$ cat src/design/rppd_pkg.sv
// Package for the RGBW pixel packet deframer: words, queue entry type,
// sizes and header constants. Every design file takes names from it by scope.
package rppd_pkg;

    // Longest packet that is parsed; later bytes are ignored
    localparam int MAX_PACKET_BYTES = 2048;
    localparam int POS_W            = $clog2(MAX_PACKET_BYTES + 1);
    localparam int MIN_VALID_BYTES  = 10;
    localparam int FIRST_PIXEL_POS  = 6;

    // Event queue between parser and result stage
    localparam int QUEUE_DEPTH = 4;
    localparam int QPTR_W      = $clog2(QUEUE_DEPTH);
    localparam int QCNT_W      = $clog2(QUEUE_DEPTH + 1);

    // Result kinds
    localparam logic [1:0] KIND_PIXEL   = 2'd0;
    localparam logic [1:0] KIND_VALID   = 2'd1;
    localparam logic [1:0] KIND_INVALID = 2'd2;

    // Configuration register indexes
    localparam logic REG_STRIP_LENGTH = 1'b0;

    // Header characters
    localparam logic [7:0] MAGIC_0 = 8'h57;
    localparam logic [7:0] MAGIC_1 = 8'h4C;
    localparam logic [7:0] MAGIC_2 = 8'h45;
    localparam logic [7:0] MAGIC_3 = 8'h44;

    typedef struct packed {
        logic [7:0] data_byte;
        logic       last_byte;
    } t_in_word;

    typedef struct packed {
        logic [1:0]  kind;
        logic [15:0] led_index;
        logic [7:0]  red;
        logic [7:0]  green;
        logic [7:0]  blue;
        logic [7:0]  white;
        logic [31:0] packets_seen;
        logic [31:0] packets_valid;
        logic [31:0] packets_invalid;
        logic        last;
    } t_out_word;

    // One classified byte: an optional pixel write and an optional packet end
    typedef struct packed {
        logic        has_pixel;
        logic        has_end;
        logic        end_valid;
        logic [15:0] led_index;
        logic [7:0]  red;
        logic [7:0]  green;
        logic [7:0]  blue;
        logic [7:0]  white;
    } t_event;

    // Expected header byte at a header position
    function automatic logic [7:0] magic_byte(input logic [1:0] idx);
        logic [7:0] val;
        unique case (idx)
            2'd0:    val = MAGIC_0;
            2'd1:    val = MAGIC_1;
            2'd2:    val = MAGIC_2;
            default: val = MAGIC_3;
        endcase
        return val;
    endfunction

endpackage

$ cat src/design/rppd_front.sv
// Parser front end: accepts packet bytes, tracks header, start index and
// pixel groups, and emits one event per byte that causes results. Uses rppd_pkg.
module rppd_front (
    input  logic              i_clk,
    input  logic              i_rst_n,
    input  logic              i_accept,
    input  rppd_pkg::t_in_word i_word,
    input  logic [15:0]       i_strip_length,
    output logic              o_push,
    output rppd_pkg::t_event  o_event
);

    logic [rppd_pkg::POS_W-1:0] r_pos, n_pos;
    logic                       r_hdr_good, n_hdr_good;
    logic [7:0]                 r_start_lo, n_start_lo;
    logic [23:0]                r_partial, n_partial;
    logic [15:0]                r_next_led, n_next_led;
    logic                       r_stopped, n_stopped;
    logic [1:0]                 lane;
    logic                       in_range;

    // Position within a pixel group, counted from the first pixel byte
    assign lane     = r_pos[1:0] - 2'(rppd_pkg::FIRST_PIXEL_POS);
    assign in_range = r_pos < rppd_pkg::POS_W'(rppd_pkg::MAX_PACKET_BYTES);

    // Classify the byte and compute the next per-packet state
    always_comb begin
        n_pos      = r_pos;
        n_hdr_good = r_hdr_good;
        n_start_lo = r_start_lo;
        n_partial  = r_partial;
        n_next_led = r_next_led;
        n_stopped  = r_stopped;
        o_event    = '0;
        o_push     = 1'b0;
        if (i_accept) begin
            if (in_range) begin
                if (r_pos < rppd_pkg::POS_W'(4)) begin
                    if (i_word.data_byte != rppd_pkg::magic_byte(r_pos[1:0])) begin
                        n_hdr_good = 1'b0;
                    end
                end else if (r_pos == rppd_pkg::POS_W'(4)) begin
                    n_start_lo = i_word.data_byte;
                end else if (r_pos == rppd_pkg::POS_W'(5)) begin
                    n_next_led = {i_word.data_byte, r_start_lo};
                end else if (lane != 2'd3) begin
                    case (lane)
                        2'd0:    n_partial[7:0]   = i_word.data_byte;
                        2'd1:    n_partial[15:8]  = i_word.data_byte;
                        default: n_partial[23:16] = i_word.data_byte;
                    endcase
                end else if (r_hdr_good && !r_stopped) begin
                    if (r_next_led >= i_strip_length) begin
                        n_stopped = 1'b1;
                    end else begin
                        o_event.has_pixel = 1'b1;
                        o_event.led_index = r_next_led;
                        o_event.red       = r_partial[7:0];
                        o_event.green     = r_partial[15:8];
                        o_event.blue      = r_partial[23:16];
                        o_event.white     = i_word.data_byte;
                        n_next_led        = r_next_led + 16'd1;
                    end
                end
                n_pos = r_pos + rppd_pkg::POS_W'(1);
            end
            // Close the packet and drop per-packet state
            if (i_word.last_byte) begin
                o_event.has_end   = 1'b1;
                o_event.end_valid = n_hdr_good &&
                    (n_pos >= rppd_pkg::POS_W'(rppd_pkg::MIN_VALID_BYTES));
                n_pos      = '0;
                n_hdr_good = 1'b1;
                n_start_lo = '0;
                n_partial  = '0;
                n_next_led = '0;
                n_stopped  = 1'b0;
            end
            o_push = o_event.has_pixel || o_event.has_end;
        end
    end

    // Hold per-packet state
    always_ff @(posedge i_clk) begin
        if (!i_rst_n) begin
            r_pos      <= '0;
            r_hdr_good <= 1'b1;
            r_start_lo <= '0;
            r_partial  <= '0;
            r_next_led <= '0;
            r_stopped  <= 1'b0;
        end else begin
            r_pos      <= n_pos;
            r_hdr_good <= n_hdr_good;
            r_start_lo <= n_start_lo;
            r_partial  <= n_partial;
            r_next_led <= n_next_led;
            r_stopped  <= n_stopped;
        end
    end

endmodule

$ cat src/design/rppd_queue.sv
// Small event queue between parser and result stage so each side stalls
// on its own. Uses rppd_pkg for the entry type and depth.
module rppd_queue (
    input  logic             i_clk,
    input  logic             i_rst_n,
    input  logic             i_push,
    input  rppd_pkg::t_event i_event,
    input  logic             i_pop,
    output logic             o_full,
    output logic             o_empty,
    output rppd_pkg::t_event o_head
);

    rppd_pkg::t_event                mem [rppd_pkg::QUEUE_DEPTH];
    logic [rppd_pkg::QPTR_W-1:0]     r_wr_ptr, r_rd_ptr;
    logic [rppd_pkg::QCNT_W-1:0]     r_count;
    logic                            do_push, do_pop;

    assign o_full  = r_count == rppd_pkg::QCNT_W'(rppd_pkg::QUEUE_DEPTH);
    assign o_empty = r_count == '0;
    assign o_head  = mem[r_rd_ptr];
    assign do_push = i_push && !o_full;
    assign do_pop  = i_pop && !o_empty;

    // Store entries
    always_ff @(posedge i_clk) begin
        if (do_push) begin
            mem[r_wr_ptr] <= i_event;
        end
    end

    // Advance pointers and fill count
    always_ff @(posedge i_clk) begin
        if (!i_rst_n) begin
            r_wr_ptr <= '0;
            r_rd_ptr <= '0;
            r_count  <= '0;
        end else begin
            if (do_push) begin
                r_wr_ptr <= r_wr_ptr + rppd_pkg::QPTR_W'(1);
            end
            if (do_pop) begin
                r_rd_ptr <= r_rd_ptr + rppd_pkg::QPTR_W'(1);
            end
            if (do_push && !do_pop) begin
                r_count <= r_count + rppd_pkg::QCNT_W'(1);
            end else if (do_pop && !do_push) begin
                r_count <= r_count - rppd_pkg::QCNT_W'(1);
            end
        end
    end

endmodule

$ cat src/design/rppd_back.sv
// Result stage: expands queued events into output words, keeps the packet
// counters and holds the output register. Uses rppd_pkg.
module rppd_back (
    input  logic                i_clk,
    input  logic                i_rst_n,
    input  logic                i_empty,
    input  rppd_pkg::t_event    i_head,
    output logic                o_pop,
    output logic                o_valid,
    input  logic                i_stall,
    output rppd_pkg::t_out_word o_word
);

    logic                r_out_valid, n_out_valid;
    rppd_pkg::t_out_word r_out, n_out;
    logic                r_pix_done, n_pix_done;
    logic [31:0]         r_seen, n_seen;
    logic [31:0]         r_valid_cnt, n_valid_cnt;
    logic [31:0]         r_invalid_cnt, n_invalid_cnt;
    logic                slot_free;

    assign slot_free = !r_out_valid || !i_stall;
    assign o_valid   = r_out_valid;
    assign o_word    = r_out;

    // Pick the next word from the queue head
    always_comb begin
        n_out_valid   = r_out_valid && i_stall;
        n_out         = r_out;
        n_pix_done    = r_pix_done;
        n_seen        = r_seen;
        n_valid_cnt   = r_valid_cnt;
        n_invalid_cnt = r_invalid_cnt;
        o_pop         = 1'b0;
        if (slot_free && !i_empty) begin
            n_out_valid = 1'b1;
            n_out       = '0;
            if (i_head.has_pixel && !r_pix_done) begin
                n_out.kind      = rppd_pkg::KIND_PIXEL;
                n_out.led_index = i_head.led_index;
                n_out.red       = i_head.red;
                n_out.green     = i_head.green;
                n_out.blue      = i_head.blue;
                n_out.white     = i_head.white;
                n_out.last      = !i_head.has_end;
                // Keep the entry when its packet end is still to come
                if (i_head.has_end) begin
                    n_pix_done = 1'b1;
                end else begin
                    o_pop = 1'b1;
                end
            end else begin
                n_seen = r_seen + 32'd1;
                if (i_head.end_valid) begin
                    n_valid_cnt = r_valid_cnt + 32'd1;
                    n_out.kind  = rppd_pkg::KIND_VALID;
                end else begin
                    n_invalid_cnt = r_invalid_cnt + 32'd1;
                    n_out.kind    = rppd_pkg::KIND_INVALID;
                end
                n_out.packets_seen    = n_seen;
                n_out.packets_valid   = n_valid_cnt;
                n_out.packets_invalid = n_invalid_cnt;
                n_out.last            = 1'b1;
                n_pix_done            = 1'b0;
                o_pop                 = 1'b1;
            end
        end
    end

    // Hold output word and counters
    always_ff @(posedge i_clk) begin
        r_out <= n_out;
        if (!i_rst_n) begin
            r_out_valid   <= 1'b0;
            r_pix_done    <= 1'b0;
            r_seen        <= '0;
            r_valid_cnt   <= '0;
            r_invalid_cnt <= '0;
        end else begin
            r_out_valid   <= n_out_valid;
            r_pix_done    <= n_pix_done;
            r_seen        <= n_seen;
            r_valid_cnt   <= n_valid_cnt;
            r_invalid_cnt <= n_invalid_cnt;
        end
    end

endmodule

$ cat src/design/rgbw_pixel_packet_deframer_unit.sv
// Top level of the RGBW pixel packet deframer: register port, parser,
// event queue and result stage. Uses rppd_pkg, rppd_front, rppd_queue, rppd_back.
//
// Takes one packet byte per clock while the event queue has room and produces pixel
// writes and a packet-end word with the packet counters. A byte that both completes
// a pixel and ends the packet gives two output words from a single queue entry, and
// the four-entry event queue absorbs that extra word. A result is registered in the
// event queue and then in the output register. The input stalls only when the
// event queue is full. No clearing pass after reset.
module rgbw_pixel_packet_deframer_unit (
    input  logic                i_clk,
    input  logic                i_rst_n,
    input  logic                i_in_valid,
    output logic                o_in_stall,
    input  rppd_pkg::t_in_word  i_in_word,
    output logic                o_out_valid,
    input  logic                i_out_stall,
    output rppd_pkg::t_out_word o_out_word,
    input  logic                psel,
    input  logic                penable,
    input  logic                pwrite,
    input  logic [2:0]          paddr,
    input  logic [31:0]         pwdata,
    output logic [31:0]         prdata,
    output logic                pready
);

    logic [15:0]      r_strip_length;
    logic             accept;
    logic             push, pop, full, empty;
    rppd_pkg::t_event fe_event, head;

    // Register port: write strip length, read it back
    assign pready = 1'b1;
    assign prdata = (paddr[2] == rppd_pkg::REG_STRIP_LENGTH) ?
                    {16'd0, r_strip_length} : 32'd0;

    always_ff @(posedge i_clk) begin
        if (!i_rst_n) begin
            r_strip_length <= '0;
        end else if (psel && penable && pwrite && pready &&
                     paddr[2] == rppd_pkg::REG_STRIP_LENGTH) begin
            r_strip_length <= pwdata[15:0];
        end
    end

    // Accept a byte whenever the queue has room
    assign o_in_stall = full;
    assign accept     = i_in_valid && !full;

    rppd_front u_front (
        .i_clk          (i_clk),
        .i_rst_n        (i_rst_n),
        .i_accept       (accept),
        .i_word         (i_in_word),
        .i_strip_length (r_strip_length),
        .o_push         (push),
        .o_event        (fe_event)
    );

    rppd_queue u_queue (
        .i_clk   (i_clk),
        .i_rst_n (i_rst_n),
        .i_push  (push),
        .i_event (fe_event),
        .i_pop   (pop),
        .o_full  (full),
        .o_empty (empty),
        .o_head  (head)
    );

    rppd_back u_back (
        .i_clk   (i_clk),
        .i_rst_n (i_rst_n),
        .i_empty (empty),
        .i_head  (head),
        .o_pop   (pop),
        .o_valid (o_out_valid),
        .i_stall (i_out_stall),
        .o_word  (o_out_word)
    );

endmodule

$ cat config.mk
export PLATFORM = sky130hd
export DESIGN_NAME = rgbw_pixel_packet_deframer_unit
export DESIGN_NICKNAME = d
export VERILOG_FILES = /design/src/design/rppd_pkg.sv /design/src/design/rppd_front.sv /design/src/design/rppd_queue.sv /design/src/design/rppd_back.sv /design/src/design/rgbw_pixel_packet_deframer_unit.sv
export SDC_FILE = /design/constraint.sdc
export NUM_CORES = 1
export LEC_CHECK = 0
export BUFFER_PORTS_ARGS = -buffer_cell sky130_fd_sc_hd__buf_2
export CAP_MARGIN = 20
export CELL_PAD_IN_SITES_DETAIL_PLACEMENT = 0
export CELL_PAD_IN_SITES_GLOBAL_PLACEMENT = 1
export CORE_UTILIZATION = 43
export CTS_CLUSTER_SIZE = 12
export DETAILED_ROUTE_END_ITERATION = 6
export GPL_TIMING_DRIVEN = 0
export PLACE_DENSITY_LB_ADDON = 0.1
export SLEW_MARGIN = 20
export SYNTH_ARGS = -nofsm -noshare
export SYNTH_HDL_FRONTEND = slang
export SYNTH_SLANG_ARGS = --single-unit
export TNS_END_PERCENT = 100
$ cat constraint.sdc
create_clock -name i_clk -period 8.3 [get_ports i_clk]
set_input_delay 0.415 -clock i_clk [delete_from_list [all_inputs] [get_ports i_clk]]
set_output_delay 0.415 -clock i_clk [all_outputs]
set_load 0.005 [all_outputs]
### Yosys cells after proc, flatten, opt, wreduce, memory -nomap -nowiden

Memories as Yosys holds them, arrays and structs flattened. A register that Yosys moved wholly into a read port is not among the register bits.
Cells that the tools add are included.

* logic and storage cells: 181
* memory bits (writable): 204
* output and inout port bits: 182
* latch bits: 0
* memories kept: 1
* memory bits (read-only): 0
* bits in registers: 330

* $add $sub $neg: 10
* divide/modulo/power cells: 0
* multiply operators: 0
* mux-type cells: 76
* equality and inequality tests: 16
* bitwise operators: 2
* shift operators: 0
* magnitude comparators: 4
* reductions and logical operators: 45

Memories
* u_queue.mem: depth 4, bits a word 51, rd ports 1, clocked after memory_dff 1, wr ports 1, RTL line rppd_queue.sv:14 `rppd_pkg::t_event mem [rppd_pkg::QUEUE_DEPTH];`

Operators with widths (count)
* 48-bit two-way mux: 7
* 16-bit two-way mux: 9
* 24-bit two-way mux: 6
* 32-bit by 1-bit adder with 32-bit output (second input constant): 3
* 8-bit two-way mux: 10
* 32-bit two-way mux: 2
* 51-bit two-way mux: 1
* 12-bit two-way mux: 3
* 1-bit two-way mux: 30
* 7-bit AND reduction: 4
* 12-bit by 3-bit equality test with 1-bit output (second input constant): 2
* 16-bit by 1-bit adder with 16-bit output (second input constant): 1
* 16-bit greater-or-equal comparator: 1
* 2-bit nonzero test: 8
* 5-bit one-hot mux with 3 select lines: 1
* 1-bit logical AND: 13
* 12-bit by 1-bit adder with 12-bit output (second input constant): 1
* 12-bit by 4-bit greater-or-equal comparator with 1-bit output (second input constant): 1
* 12-bit < comparator (second input constant): 1
* 12-bit by 3-bit < comparator with 1-bit output (second input constant): 1
* 2-bit two-way mux: 5
* 2-bit inequality test (second input constant): 5
* 1-bit logical NOT: 9
* 8-bit inequality test: 1
* 19 further kinds: 28

### Depth between registers and ports, before layout

* depth in word-level cells: 20
* gate-level depth with buffers: 15
* mapped depth without buffers: 14

### Cells and area by module

Synthesis repeated with hierarchy kept, for this count alone.

* cells, all modules: 2058
* area total of the unflattened synthesis: 24458.5 sq um

By module, submodules not included
* rppd_back: area each 11592.4 sq um, cells each 1107, times used 1, sequential area each 6376.1 sq um
* rppd_queue: area each 7907.6 sq um, cells each 315, times used 1, sequential area each 6306.0 sq um
* rppd_front: area each 4045.1 sq um, cells each 529, times used 1, sequential area each 1241.2 sq um
* rgbw_pixel_packet_deframer_unit: area each 913.4 sq um, cells each 107, times used 1, sequential area each 320.3 sq um

### Worst setup path after synthesis

Ideal clock, no wire load.

* path kind: input port to flip-flop
* start: input port i_out_stall
* end: register u_queue.r_count[2] in the netlist's numbering
* path buffers: 0
* library setup time: 70 ps
* arrival: 8670 ps
* cell stages on the path: 9
* required time: 8230 ps
* path slack: -440 ps
* cells stage by stage: and2_1 nor2_1 nand2_1 ha_1 inv_1 fa_1 xor2_1 or3_1 a21oi_1

* cells in the longest elaborated chain, start to end: 8
* elaborated cells between the ends (all ways): 10
* those cells by class: mux: 2; reduce/logical: 8

RTL lines
* start: declaration: RTL line rgbw_pixel_packet_deframer_unit.sv:17 `input logic i_out_stall,`
* 1-bit logical NOT *: RTL line rppd_back.sv:22 `assign slot_free = !r_out_valid || !i_stall;`
* 1-bit logical OR *: RTL line rppd_back.sv:22
* 1-bit logical AND *: RTL line rppd_back.sv:35 `if (slot_free && !i_empty) begin`
* 1-bit two-way mux *: RTL line rppd_back.sv:35
* 1-bit logical AND *: RTL line rppd_queue.sv:23 `assign do_pop = i_pop && !o_empty;`
* 1-bit logical NOT: RTL line rppd_queue.sv:45 `if (do_push && !do_pop) begin`
* 1-bit logical AND: RTL line rppd_queue.sv:45
* 3-bit two-way mux or 2-bit nonzero test (tied branches)
* end signal: assignment: RTL line rppd_queue.sv:46 `r_count <= r_count + rppd_pkg::QCNT_W'(1);`
* end signal: assignment: RTL line rppd_queue.sv:48 `r_count <= r_count - rppd_pkg::QCNT_W'(1);`
* end: declaration: RTL line rppd_queue.sv:16 `logic [rppd_pkg::QCNT_W-1:0] r_count;`

Every way passes the cells marked *; elsewhere a longest branch is shown, timed or not.
A chain may end at the register's enable or synchronous reset.

### Final worst setup path

* start: register u_front.r_next_led[1]
* end: register u_queue.r_count[2] in the netlist's numbering

* cells in the longest elaborated chain, start to end: 15
* elaborated cells between the ends (all ways): 17
* those cells by class: order compare: 1; mux: 10; reduce/logical: 6

RTL lines
* start: declaration: RTL line rppd_front.sv:17 `logic [15:0] r_next_led, n_next_led;`
* start signal: assignment: RTL line rppd_front.sv:97 `r_next_led <= n_next_led;`
* 16-bit greater-or-equal comparator *: RTL line rppd_front.sv:53 `if (r_next_led >= i_strip_length) begin`
* 1-bit two-way mux *: RTL line rppd_front.sv:53
* 1-bit two-way mux *: RTL line rppd_front.sv:52 `end else if (r_hdr_good && !r_stopped) begin`
* 1-bit two-way mux *: RTL line rppd_front.sv:46 `end else if (lane != 2'd3) begin`
* 1-bit two-way mux *: RTL line rppd_front.sv:44 `end else if (r_pos == rppd_pkg::POS_W'(5)) begin`
* 1-bit two-way mux *: RTL line rppd_front.sv:42 `end else if (r_pos == rppd_pkg::POS_W'(4)) begin`
* 1-bit two-way mux *: RTL line rppd_front.sv:38 `if (r_pos < rppd_pkg::POS_W'(4)) begin`
* 1-bit two-way mux *: RTL line rppd_front.sv:37 `if (in_range) begin`
* 1-bit two-way mux *: RTL line rppd_front.sv:36 `if (i_accept) begin`
* 1-bit logical OR *: RTL line rppd_front.sv:79 `o_push = o_event.has_pixel || o_event.has_end;`
* 1-bit two-way mux *: RTL line rppd_front.sv:36
* 1-bit logical AND *: RTL line rppd_queue.sv:22 `assign do_push = i_push && !o_full;`
* named net u_queue.do_push: RTL line rppd_queue.sv:17 `logic do_push, do_pop;`
* 1-bit logical NOT: RTL line rppd_queue.sv:47 `end else if (do_pop && !do_push) begin`
* 1-bit logical AND: RTL line rppd_queue.sv:47
* 2-bit nonzero test (no line)

The timed path passes the listed nets; every way through them passes the cells marked *. The select of a mux whose other input is x is not followed.

==> impl_metrics.env <==
export IMPL_ir_drop_v=0.0001655
export IMPL_grt_max_degree=30
export IMPL_gp_congestion=0.8712
export IMPL_finClkSkew_ps=19.96
export IMPL_r2r_setup_slack_ps=4090
export IMPL_grt_pass1_wl_um=93240
export IMPL_port_buffers=196
export IMPL_syn_inst=2004
export IMPL_rsz0062_at_grt="false"
export IMPL_num_rows=85
export IMPL_seq_area_frac_synth_pct=60.30
export IMPL_clk_path_buf_depth=3
export IMPL_end_kind="flop"
export IMPL_post_cts_setup_buffers=0
export IMPL_synth_top_area_cell="edfxtp_1"
export IMPL_insertion_delay_ps=610
export IMPL_syn_cell_area_mm2=0.02362
export IMPL_status="completed"
export IMPL_tightest_slew_ps=1003
export IMPL_drtAntennaViolNets=0
export IMPL_cts_sinks=536
export IMPL_dp_hpwl_um=43030
export IMPL_h_tree_depth=2
export IMPL_max_cap_viol_count=0
export IMPL_worst_setup_path_start_kind="flop"
export IMPL_vias=16356
export IMPL_worst_path_max_fanout=7
export IMPL_power_density_mw_per_mm2=277.0
export IMPL_nets=2364
export IMPL_core_region_area_mm2=0.05403
export IMPL_critPathKind="reg2reg"
export IMPL_slew_viol_final=0
export IMPL_cp_endpoint="u_queue.r_count[2]"
export IMPL_hold_viol=0
export IMPL_initial_core_util_pct=43.72
export IMPL_synthToLayoutAreaGrowth_pct=16.36
export IMPL_drc=0
export IMPL_cts_tree="yes"
export IMPL_worstPathRequired_ps=8820
export IMPL_whs_ps=39.48
export IMPL_r2r_cells=14
export IMPL_total_power_uw=7613
export IMPL_finalSetupViolCount=0
export IMPL_yosys_area_top_type_share_pct=44.62
export IMPL_yosysWarnings=0
export IMPL_grt_antenna_before_repair=1
export IMPL_clkTransAtPathRegs_ps=60
export IMPL_grt_usage_pct=21.80
export IMPL_synth_seq_cells=536
export IMPL_cp_arrival_ps=4730
export IMPL_ctsHoldBuffers=0
export IMPL_hold_class="in2reg"
export IMPL_synth_most_common_cell="edfxtp_1"
export IMPL_dr_pass1_iters=6
export IMPL_async_flop_share_pct=0
export IMPL_cts_buffers=56
export IMPL_die_area_mm2=0.05587
export IMPL_timing_rr_end="u_queue.r_count[2]"
export IMPL_cts_resized=0
export IMPL_grt_overflow_total=0
export IMPL_nFillCells=4908
export IMPL_layout_drive_gt1_share_pct=17.07
export IMPL_die_w_um=236.4
export IMPL_finalCritPeriodShare_pct=50.74
export IMPL_period_needed_ps=4211
export IMPL_wire_per_inst_um=20.20
export IMPL_synth_top_flop_cell="edfxtp_1"
export IMPL_wl_um=61200
export IMPL_die_h_um=236.4
export IMPL_synth_commonest_cells="edfxtp_1 (351), nor2_1 (256), dfxtp_1 (185)"
export IMPL_max_slew_margin_pct=33.16
export IMPL_power_leakage_uw=0.01009
export IMPL_avgSynthCellArea_um2=11.79
export IMPL_cp_startpoint="u_front.r_next_led[1]"
export IMPL_synth_edf_count=351
export IMPL_r2r_start="u_front.r_next_led[1]"
export IMPL_vias_per_cell=5.400
export IMPL_grt_pass1_vias=15904
export IMPL_ys_top_cells_by_area="edfxtp_1 (45%), dfxtp_1 (16%), mux4_2 (4.9%)"
export IMPL_fmax_mhz=237.5
export IMPL_dr_first_iter_drc_count=1097
export IMPL_yosysUniqueCellTypes=72
export IMPL_ctsRootBufferMaster="clkbuf_16"
export IMPL_io_pins=233
## power by group
group          internal, µW  switching (µW)  total [µW]
Clock                  1330            1030        2370
Combinational           666            1030        1700
Sequential             3400             142        3550
## final cells by class
class	instances	area, µm²	share of cell area (%)
Antenna cell	2	5.005	0.01821
Buffer	135	609.3	2.217
Clock buffer	84	1569	5.709
Clock inverter	22	137.6	0.5008
Inverter	42	157.7	0.5736
Multi-Input combinational cell	1306	8688	31.61
Sequential cell	536	14240	51.82
Tap cell	696	870.8	3.168
Timing Repair Buffer	206	1204	4.379
## metal layers
metal / share of wire [%] / vias to the layer above / GRT usage, %
met5: 0 / - / 0
met4: 2.2 / 0 / 6.002
met3: 5.2 / 88 / 3.370
met2: 46 / 407 / 34.31
met1: 47 / 8060 / 31.28
li1: - / 7801 / -
## registers in the layout (all words and copies together), names as in the netlist, named ones only
signal	cells
u_queue.r_count	3
u_back.r_valid_cnt	32
u_back.o_word	147
u_front.r_stopped	1
u_front.r_next_led	16
r_strip_length	16
u_back.r_invalid_cnt	32
u_front.r_start_lo	8
u_front.r_partial	24
u_back.r_pix_done	1
u_front.r_hdr_good	1
u_back.o_valid	1
u_queue.mem	204
u_back.r_seen	32
u_front.r_pos	12
u_queue.r_rd_ptr	2
u_queue.r_wr_ptr	2
## cells by family after synthesis
kind of cell	share of synthesized area (%)
AND/OR/NAND/NOR	17.01
flip-flops	60.30
AO/OA/AOI/OAI	5.393
buffers and inverters	3.247
XOR/XNOR	5.710
multiplexers	6.685
adder cells (fa/ha/maj)	1.621
other	0.03179
## how the worst min path moves through the flow
stage / startpoint / endpoint / slack, ps / cells after the start
global route: pwdata[9] / r_strip_length[9] / 20 / 3
global placement: r_strip_length[7] / r_strip_length[7] / 440 / 2
CTS: pwdata[0] / r_strip_length[0] / 10 / 3
detailed placement: r_strip_length[9] / r_strip_length[9] / 450 / 2
floorplan: r_strip_length[10] / r_strip_length[10] / 440 / 2
finish: pwdata[0] / r_strip_length[0] / 40 / 3
## worst max-delay path: stages (launching register included)
cell      delay (ps)
dfxtp_1          520
ha_1             310
nor2b_1          130
o211a_1          200
o311ai_1         380
and4_1           260
clkbuf_1         580
a21oi_1          290
inv_1            200
ha_1             200
inv_1             60
fa_1             370
xor2_1           180
or3_1            310
a21oi_1          140
## layout by cell type, fill, tap and decap left out, types with 60 or more instances in the layout
| cell type | instances |
|---|---|
| a21oi_1 | 90 |
| buf_2 | 212 |
| nor2_1 | 255 |
| dfxtp_1 | 185 |
| xnor2_1 | 91 |
| and3_1 | 113 |
| nand2_1 | 140 |
| clkbuf_1 | 117 |
| o21ai_0 | 62 |
| xor2_1 | 63 |
| edfxtp_1 | 351 |
| nand3_1 | 60 |
## stage by stage
stage               area [µm²]  utilization [%]  std cells  TNS, ps  setup slack, ps
floorplan                23680                -       2019        0             2237
finish                   27490            50.87       3029        0             4089
global route             27480            50.86       3027        0             3831
global placement         25530            47.26       2911   -176.3           -102.9
CTS                      27480            50.86       3027        0             4091
detailed placement       25770            47.71       2921        0             4107
Power figures use the tool's default switching activity.
